### config.mk
export PLATFORM = sky130hd
export DESIGN_NAME = postfix_expression_evaluator
export DESIGN_NICKNAME = d
export VERILOG_FILES = /design/src/hdl/pee_pkg.sv /design/src/hdl/pee_ram.sv /design/src/hdl/pee_dp.sv /design/src/hdl/pee_ctrl.sv /design/src/hdl/postfix_expression_evaluator.sv
export SDC_FILE = /design/constraint.sdc
export NUM_CORES = 2
export LEC_CHECK = 0
export ABC_AREA = 1
export ABC_CLOCK_PERIOD_IN_PS = 6590
export BUFFER_PORTS_ARGS = -buffer_cell sky130_fd_sc_hd__buf_2
export CORE_ASPECT_RATIO = 1.5
export CORE_MARGIN = 1
export CORE_UTILIZATION = 45
export DETAILED_ROUTE_END_ITERATION = 8
export HOLD_SLACK_MARGIN = 0.12
export PLACE_DENSITY = 0.62
export SETUP_SLACK_MARGIN = 0.1
export SYNTH_ARGS = -nofsm -noshare
export SYNTH_HDL_FRONTEND = slang
export SYNTH_HIERARCHICAL = 1
export SYNTH_SLANG_ARGS = --single-unit
### constraint.sdc
create_clock -name clock -period 6.59 [get_ports clock]
set_clock_uncertainty 0.2 [all_clocks]
set_input_delay 1.318 -clock clock [delete_from_list [all_inputs] [get_ports clock]]
set_output_delay 1.318 -clock clock [all_outputs]
set_load 0.02 [all_outputs]
### src/hdl/pee_pkg.sv
// shared types and codes for the postfix expression evaluator
package pee_pkg;

   localparam int unsigned DATA_W = 32;

   typedef enum logic [2:0] {
      OP_PUSH   = 3'd0,
      OP_ADD    = 3'd1,
      OP_SUB    = 3'd2,
      OP_MUL    = 3'd3,
      OP_DIV    = 3'd4,
      OP_EQUALS = 3'd5,
      OP_BAD    = 3'd6,
      OP_END    = 3'd7
   } op_type;

   typedef enum logic [2:0] {
      ST_OK       = 3'd0,
      ST_EXPR     = 3'd1,
      ST_DIV0     = 3'd2,
      ST_MANY     = 3'd3,
      ST_OVERFLOW = 3'd4
   } status_type;

   typedef struct packed {
      logic       push;
      logic       clear;
      logic       fetch;
      logic       alu;
      op_type     alu_op;
      logic       div_start;
      logic       div_finish;
      logic       drop_two;
      logic       emit;
      status_type rsp_code;
   } dp_cmd_type;

   typedef struct packed {
      logic depth_zero;
      logic depth_one;
      logic depth_ge2;
      logic full;
      logic b_zero;
      logic div_done;
      logic out_busy;
   } dp_status_type;

endpackage

### src/hdl/pee_ram.sv
// generic single write port, single registered read port ram
module pee_ram #(
   parameter int unsigned WIDTH = 32,
   parameter int unsigned DEPTH = 16
) (
   input  logic                     clock,
   input  logic                     wr_en,
   input  logic [$clog2(DEPTH)-1:0] wr_addr,
   input  logic [WIDTH-1:0]         wr_data,
   input  logic                     rd_en,
   input  logic [$clog2(DEPTH)-1:0] rd_addr,
   output logic [WIDTH-1:0]         rd_data
);

   logic [WIDTH-1:0] mem_ff [DEPTH];
   logic [WIDTH-1:0] rd_data_ff;

   always_ff @(posedge clock) begin
      if (wr_en) begin
         mem_ff[wr_addr] <= wr_data;
      end
      if (rd_en) begin
         rd_data_ff <= mem_ff[rd_addr];
      end
   end

   assign rd_data = rd_data_ff;

endmodule

### src/hdl/pee_dp.sv
// datapath: operand stack, top register, alu, iterative divider, result register
module pee_dp
   import pee_pkg::*;
#(
   parameter int unsigned STACK_DEPTH = 16
) (
   input  logic                clock,
   input  logic                reset,
   input  dp_cmd_type          cmd,
   input  logic [DATA_W-1:0]   push_value,
   output dp_status_type       status,
   output logic                rsp_tvalid,
   input  logic                rsp_tready,
   output logic [DATA_W-1:0]   rsp_answer,
   output logic [2:0]          rsp_status
);

   localparam int unsigned AW = $clog2(STACK_DEPTH);
   localparam int unsigned DW = $clog2(STACK_DEPTH + 1);
   localparam int unsigned CW = $clog2(DATA_W + 1);

   logic [DW-1:0]     depth_ff, depth_in;
   logic [DATA_W-1:0] tos_ff, tos_in;
   logic [DW-1:0]     depth_m1, depth_m2;
   logic [DATA_W-1:0] a_val, alu_res, prod;

   logic [DATA_W-1:0] rem_ff, quo_ff, dvs_ff;
   logic              neg_ff;
   logic [CW-1:0]     cnt_ff;
   logic [DATA_W:0]   shifted, diff;
   logic [DATA_W-1:0] quotient, mag_a, mag_b;

   logic              rsp_valid_ff;
   logic [DATA_W-1:0] rsp_answer_ff;
   logic [2:0]        rsp_status_ff;

   assign depth_m1 = depth_ff - DW'(1);
   assign depth_m2 = depth_ff - DW'(2);

   pee_ram #(
      .WIDTH (DATA_W),
      .DEPTH (STACK_DEPTH)
   ) u_stack (
      .clock   (clock),
      .wr_en   (cmd.push && (depth_ff != '0)),
      .wr_addr (depth_m1[AW-1:0]),
      .wr_data (tos_ff),
      .rd_en   (cmd.fetch),
      .rd_addr (depth_m2[AW-1:0]),
      .rd_data (a_val)
   );

   assign prod = a_val * tos_ff;

   always_comb begin
      case (cmd.alu_op)
         OP_ADD:  alu_res = a_val + tos_ff;
         OP_SUB:  alu_res = a_val - tos_ff;
         default: alu_res = prod;
      endcase
   end

   assign mag_a    = a_val[DATA_W-1] ? (DATA_W'(0) - a_val) : a_val;
   assign mag_b    = tos_ff[DATA_W-1] ? (DATA_W'(0) - tos_ff) : tos_ff;
   assign shifted  = {rem_ff, quo_ff[DATA_W-1]};
   assign diff     = shifted - {1'b0, dvs_ff};
   assign quotient = neg_ff ? (DATA_W'(0) - quo_ff) : quo_ff;

   always_comb begin
      depth_in = depth_ff;
      tos_in   = tos_ff;
      if (cmd.clear) begin
         depth_in = '0;
      end else if (cmd.push) begin
         depth_in = depth_ff + DW'(1);
         tos_in   = push_value;
      end else if (cmd.alu) begin
         depth_in = depth_m1;
         tos_in   = alu_res;
      end else if (cmd.div_finish) begin
         depth_in = depth_m1;
         tos_in   = quotient;
      end else if (cmd.drop_two) begin
         depth_in = depth_m2;
      end
   end

   always_ff @(posedge clock) begin
      if (reset) begin
         depth_ff     <= '0;
         cnt_ff       <= '0;
         rsp_valid_ff <= 1'b0;
      end else begin
         depth_ff <= depth_in;
         if (cmd.div_start) begin
            cnt_ff <= CW'(DATA_W);
         end else if (cnt_ff != '0) begin
            cnt_ff <= cnt_ff - CW'(1);
         end
         if (cmd.emit) begin
            rsp_valid_ff <= 1'b1;
         end else if (rsp_tready) begin
            rsp_valid_ff <= 1'b0;
         end
      end
      tos_ff <= tos_in;
      if (cmd.div_start) begin
         rem_ff <= '0;
         quo_ff <= mag_a;
         dvs_ff <= mag_b;
         neg_ff <= a_val[DATA_W-1] ^ tos_ff[DATA_W-1];
      end else if (cnt_ff != '0) begin
         if (!diff[DATA_W]) begin
            rem_ff <= diff[DATA_W-1:0];
            quo_ff <= {quo_ff[DATA_W-2:0], 1'b1};
         end else begin
            rem_ff <= shifted[DATA_W-1:0];
            quo_ff <= {quo_ff[DATA_W-2:0], 1'b0};
         end
      end
      if (cmd.emit) begin
         rsp_status_ff <= cmd.rsp_code;
         rsp_answer_ff <= (cmd.rsp_code == ST_OK) ? tos_ff : '0;
      end
   end

   assign status.depth_zero = (depth_ff == '0);
   assign status.depth_one  = (depth_ff == DW'(1));
   assign status.depth_ge2  = (depth_ff >= DW'(2));
   assign status.full       = (depth_ff == DW'(STACK_DEPTH));
   assign status.b_zero     = (tos_ff == '0);
   assign status.div_done   = (cnt_ff == '0);
   assign status.out_busy   = rsp_valid_ff && !rsp_tready;

   assign rsp_tvalid = rsp_valid_ff;
   assign rsp_answer = rsp_answer_ff;
   assign rsp_status = rsp_status_ff;

endmodule

### src/hdl/pee_ctrl.sv
// controller: token decode, error latch and operator sequencing
module pee_ctrl
   import pee_pkg::*;
(
   input  logic          clock,
   input  logic          reset,
   input  logic          req_tvalid,
   output logic          req_tready,
   input  logic [2:0]    req_op,
   input  dp_status_type status,
   output dp_cmd_type    cmd
);

   typedef enum logic [1:0] {
      S_IDLE,
      S_FETCH,
      S_EXEC,
      S_DIVIDE
   } state_type;

   state_type  state_ff, state_in;
   status_type error_ff, error_in;
   logic       stopped_ff, stopped_in;
   op_type     op_ff, op_in;
   op_type     op_now;
   logic       xfer;

   assign op_now     = op_type'(req_op);
   assign req_tready = (state_ff == S_IDLE) && !(status.out_busy && (op_now == OP_END));
   assign xfer       = req_tvalid && req_tready;

   always_comb begin
      state_in   = state_ff;
      error_in   = error_ff;
      stopped_in = stopped_ff;
      op_in      = op_ff;
      cmd        = '0;
      cmd.alu_op = op_ff;
      unique case (state_ff)
         S_IDLE: begin
            if (xfer) begin
               if (op_now == OP_END) begin
                  cmd.emit  = 1'b1;
                  cmd.clear = 1'b1;
                  if (error_ff != ST_OK) begin
                     cmd.rsp_code = error_ff;
                  end else if (status.depth_one) begin
                     cmd.rsp_code = ST_OK;
                  end else if (status.depth_ge2) begin
                     cmd.rsp_code = ST_MANY;
                  end else begin
                     cmd.rsp_code = ST_EXPR;
                  end
                  error_in   = ST_OK;
                  stopped_in = 1'b0;
               end else if (!stopped_ff) begin
                  unique case (op_now) inside
                     OP_PUSH: begin
                        if (status.full) begin
                           error_in   = ST_OVERFLOW;
                           stopped_in = 1'b1;
                        end else begin
                           cmd.push = 1'b1;
                        end
                     end
                     OP_ADD, OP_SUB, OP_MUL, OP_DIV: begin
                        if (status.depth_ge2) begin
                           op_in    = op_now;
                           state_in = S_FETCH;
                        end else begin
                           error_in   = ST_EXPR;
                           stopped_in = 1'b1;
                        end
                     end
                     OP_EQUALS: begin
                        stopped_in = 1'b1;
                     end
                     default: begin
                        error_in   = ST_EXPR;
                        stopped_in = 1'b1;
                     end
                  endcase
               end
            end
         end
         S_FETCH: begin
            cmd.fetch = 1'b1;
            state_in  = S_EXEC;
         end
         S_EXEC: begin
            if (op_ff == OP_DIV) begin
               if (status.b_zero) begin
                  cmd.drop_two = 1'b1;
                  error_in     = ST_DIV0;
                  stopped_in   = 1'b1;
                  state_in     = S_IDLE;
               end else begin
                  cmd.div_start = 1'b1;
                  state_in      = S_DIVIDE;
               end
            end else begin
               cmd.alu  = 1'b1;
               state_in = S_IDLE;
            end
         end
         S_DIVIDE: begin
            if (status.div_done) begin
               cmd.div_finish = 1'b1;
               state_in       = S_IDLE;
            end
         end
         default: begin
            state_in = S_IDLE;
         end
      endcase
   end

   always_ff @(posedge clock) begin
      if (reset) begin
         state_ff   <= S_IDLE;
         error_ff   <= ST_OK;
         stopped_ff <= 1'b0;
      end else begin
         state_ff   <= state_in;
         error_ff   <= error_in;
         stopped_ff <= stopped_in;
      end
      op_ff <= op_in;
   end

`ifndef NO_ASSERTIONS
   a_fetch_then_exec: assert property (@(posedge clock) disable iff (reset)
      (state_ff == S_FETCH) |=> (state_ff == S_EXEC))
      else $error("fetch not followed by execute");

   a_exec_has_operands: assert property (@(posedge clock) disable iff (reset)
      (state_ff == S_EXEC) |-> status.depth_ge2)
      else $error("operator executing with fewer than two operands");

   a_busy_not_stopped: assert property (@(posedge clock) disable iff (reset)
      (state_ff != S_IDLE) |-> !stopped_ff)
      else $error("operator in flight while stopped");

   a_end_emits: assert property (@(posedge clock) disable iff (reset)
      (xfer && (op_now == OP_END)) |=> status.depth_zero && (error_ff == ST_OK))
      else $error("line end did not return to reset state");
`endif

endmodule

### src/hdl/postfix_expression_evaluator.sv
// postfix expression evaluator top level
// push, equals, bad token, line end: one token per cycle; line end waits on rsp
// add, subtract, multiply: fetch (stack ram registered read), then execute
// divide: fetch, execute, then the 32-step restoring divider
// line end result is registered onto rsp in the cycle after its transfer
// synchronous active-high reset clears depth, error latch and result valid
module postfix_expression_evaluator
   import pee_pkg::*;
#(
   parameter int unsigned STACK_DEPTH = 16
) (
   input  logic        clock,
   input  logic        reset,
   input  logic        req_tvalid,
   output logic        req_tready,
   input  logic [31:0] req_tdata,   // value[31:0]
   input  logic [2:0]  req_tuser,   // op[2:0]
   output logic        rsp_tvalid,
   input  logic        rsp_tready,
   output logic [31:0] rsp_tdata,   // answer[31:0]
   output logic [2:0]  rsp_tuser    // status[2:0]
);

   dp_cmd_type        cmd;
   dp_status_type     status;
   logic [DATA_W-1:0] rsp_answer;
   logic [2:0]        rsp_status;

   pee_ctrl u_ctrl (
      .clock      (clock),
      .reset      (reset),
      .req_tvalid (req_tvalid),
      .req_tready (req_tready),
      .req_op     (req_tuser),
      .status     (status),
      .cmd        (cmd)
   );

   pee_dp #(
      .STACK_DEPTH (STACK_DEPTH)
   ) u_dp (
      .clock      (clock),
      .reset      (reset),
      .cmd        (cmd),
      .push_value (req_tdata),
      .status     (status),
      .rsp_tvalid (rsp_tvalid),
      .rsp_tready (rsp_tready),
      .rsp_answer (rsp_answer),
      .rsp_status (rsp_status)
   );

   assign rsp_tdata = rsp_answer;
   assign rsp_tuser = rsp_status;

endmodule

==> impl_results.md <==
- Via count of the routed design: between 40k and 50k
- Final max-slew violation count: 0
- Violated checks: setup timing
- Arrival time at the worst endpoint: 7250 ps
- Cell type with the highest occurrence count on the critical path: fa_1
- Detailed-routed wire length on met2: between 80000 and 90000 um
- CTS H-Tree Depth: 3
- Residual DRC count: 0
- Post-route cell area: 0.0633 mm2
- # Max-Cap Violations: 0
- Number of non-filler instances in the completed layout: 8506
- Critical path origin: u_dp/tos_ff[10]
- Standard-cell rows: 156
- Met1 routed wirelength after detailed routing: 69600 um
- Number of endpoints failing setup at the final stage: 19
- Die Width: approximately 290 um
- RSZ-0062 raised after global routing: yes
- Largest net degree at the start of global routing: slightly below 200
- Time the worst path needs with I/O delays and setup: 7010 ps
- DR vias/cell: between 5 and 6
- Net count reported at finish: 7516
- Wire length reported by the detailed router: around 180000 um
- Startpoint of the lowest-slack register-to-register path: u_dp/tos_ff[10]
- Transition time at the pin with the least slew margin: roughly 1300 ps
- Routability congestion estimate: slightly below 1
- First-pass GRT wire length: 270000 um
- CTS max path bufs: 3
- Yosys warns: 6
- Cell area after synthesis: 0.0549 mm2
- Post-CTS Hold Fix Bufs: 0
- Class of the worst hold path: flop to flop
- Fraction of final layout cells with drive strength greater than 1: 0.130
- Congestion Overflow GR: 0
- Required time at the endpoint of the critical path: 6830 ps
- Die area: 0.123 mm2
- Critical path capture point type: flop
- Most common library cell in the layout ignoring fill and taps: nand2_1
- Commonest cells after routing, fill and taps aside: nand2_1, inv_1, edfxtp_1
- Cell with the largest stage delay on the worst path: fa_1
- Placeable Area: 0.121 mm2
- Chip Height: 430 um
- Highest metal layer with signal wires: met5
- TritonCTS clock tree: built
- Final HPWL DP: 134000 um
- Setup crit start kind: flop
- Overall global routing resource usage: 0.293
- Start point of the worst min-delay path: u_ctrl/error_ff[1]
- Area after DPL: 0.0593 mm2
- Fin. Hold Viols: 0
- Initial DRC Count: 3854
- Status: finished, violations left
- Worst setup margin: -421 ps
- Number of cells in the design after placement: 8324
- Clock latency on the worst-skew pair: between 600 and 700 ps
- Via count of the first global-routing pass: 44.8k
- Max Fanout on Critical Path: 6
- Worst relative slew slack: 0.104
- Clock root buffer: clkbuf_16
- Number of buffers and inverters on the critical path: 7
- Max incr delay on CP: slightly above 600 ps
- Post-synthesis net count: 7250
- Number of port buffers: 75
- Kind of critical path: flop to flop
- Cells after Synth: between 6k and 7k
- Max frequency: 0.143 GHz
- Total length of routed met3 wires: 12000 um
- Largest delay contributor family on the critical path: adder cells
- Post-route antenna net violation count: 0
- Average instance area after synthesis: around 8.3 um2
- Number of iterations in the first detailed-routing pass: 6
- P&R area growth vs syn: 15.3%
- Number of clock buffers inserted by TritonCTS: 72
- CTS sink count: ~730
- Number of top-level design ports: between 70 and 80
- Share of the core filled with cells: 0.524
- Antenna violations before repair: 10
- Clock slew at reported path FFs: around 70 ps
- Effective utilization at floorplan: 0.455
- WL/cell: 21.2 um
- Fin crit share: 1.06
==> path summary, 6_finish.rpt <==
kind | endpoint | slack (ps) | cells past startpoint
setup reg to reg | u_dp/tos_ff[30] | -420 | 26
hold / removal | u_ctrl/error_ff[1] | 270 | 2
setup / recovery | u_dp/tos_ff[30] | -420 | 26
hold reg to reg | u_ctrl/error_ff[1] | 270 | 2
==> state kept, by name, summed over array words and instances (netlist names) <==
register / cells
u_ctrl/stopped_ff: 1
u_dp/rsp_tvalid: 1
u_ctrl/op_ff: 3
u_dp/u_stack/mem_ff: 512
u_ctrl/error_ff: 3
u_dp/rsp_status: 3
u_dp/neg_ff: 1
u_dp/cnt_ff: 6
u_dp/u_stack/rd_data: 32
u_dp/tos_ff: 32
u_dp/dvs_ff: 32
u_dp/quo_ff: 32
u_ctrl/state_ff: 2
u_dp/depth_ff: 5
u_dp/rem_ff: 32
u_dp/rsp_answer: 32
==> worst register-to-register path: cells and delay by family, from the launching register on <==
kind | cells | cell delay, ps
AOI/OAI and AO/OA | 1 | 60
buffers and inverters | 7 | 630
and+or+nand+nor | 9 | 890
adders and majority gates | 9 | 4580
DFF | 1 | 420
==> cell type report <==
cell class	count	area, um2
well taps	1580	1980
flip-flops and latches	729	21400
repair buffers	494	4250
multi-input cells	4148	27900
inverters	1422	5350
diodes	2	5.00
fillers	11100	57500
clock inverters	51	662
clock buffers	80	1830
==> repair_timing <==
item / 4_1_cts / 5_1_grt
resized for setup: 165 / 135
pin swaps: 90 / 91
cloned: 1 / 2
setup endpoints to repair: 22 / 23
buffers inserted: 34 / 14
==> per-stage QoR <==
step,setup TNS [ps],worst slack [ps],hold WS [ps]
detailed placement,-8230,-706,260
floorplan,-1270,-269,233
finish,-4710,-421,267
global route,-9630,-659,292
CTS,-4710,-428,268
global placement,-7900,-619,247
==> per-layer routing <==
metal  vias up  global-route usage
li1      21000                   -
met1     21900               0.363
met2      1672               0.492
met3       439              0.0432
met4         2               0.156
met5         -                   0
Power is not shown: default switching activity piles up to over one toggle a cycle in this logic, so the estimate is an artifact.
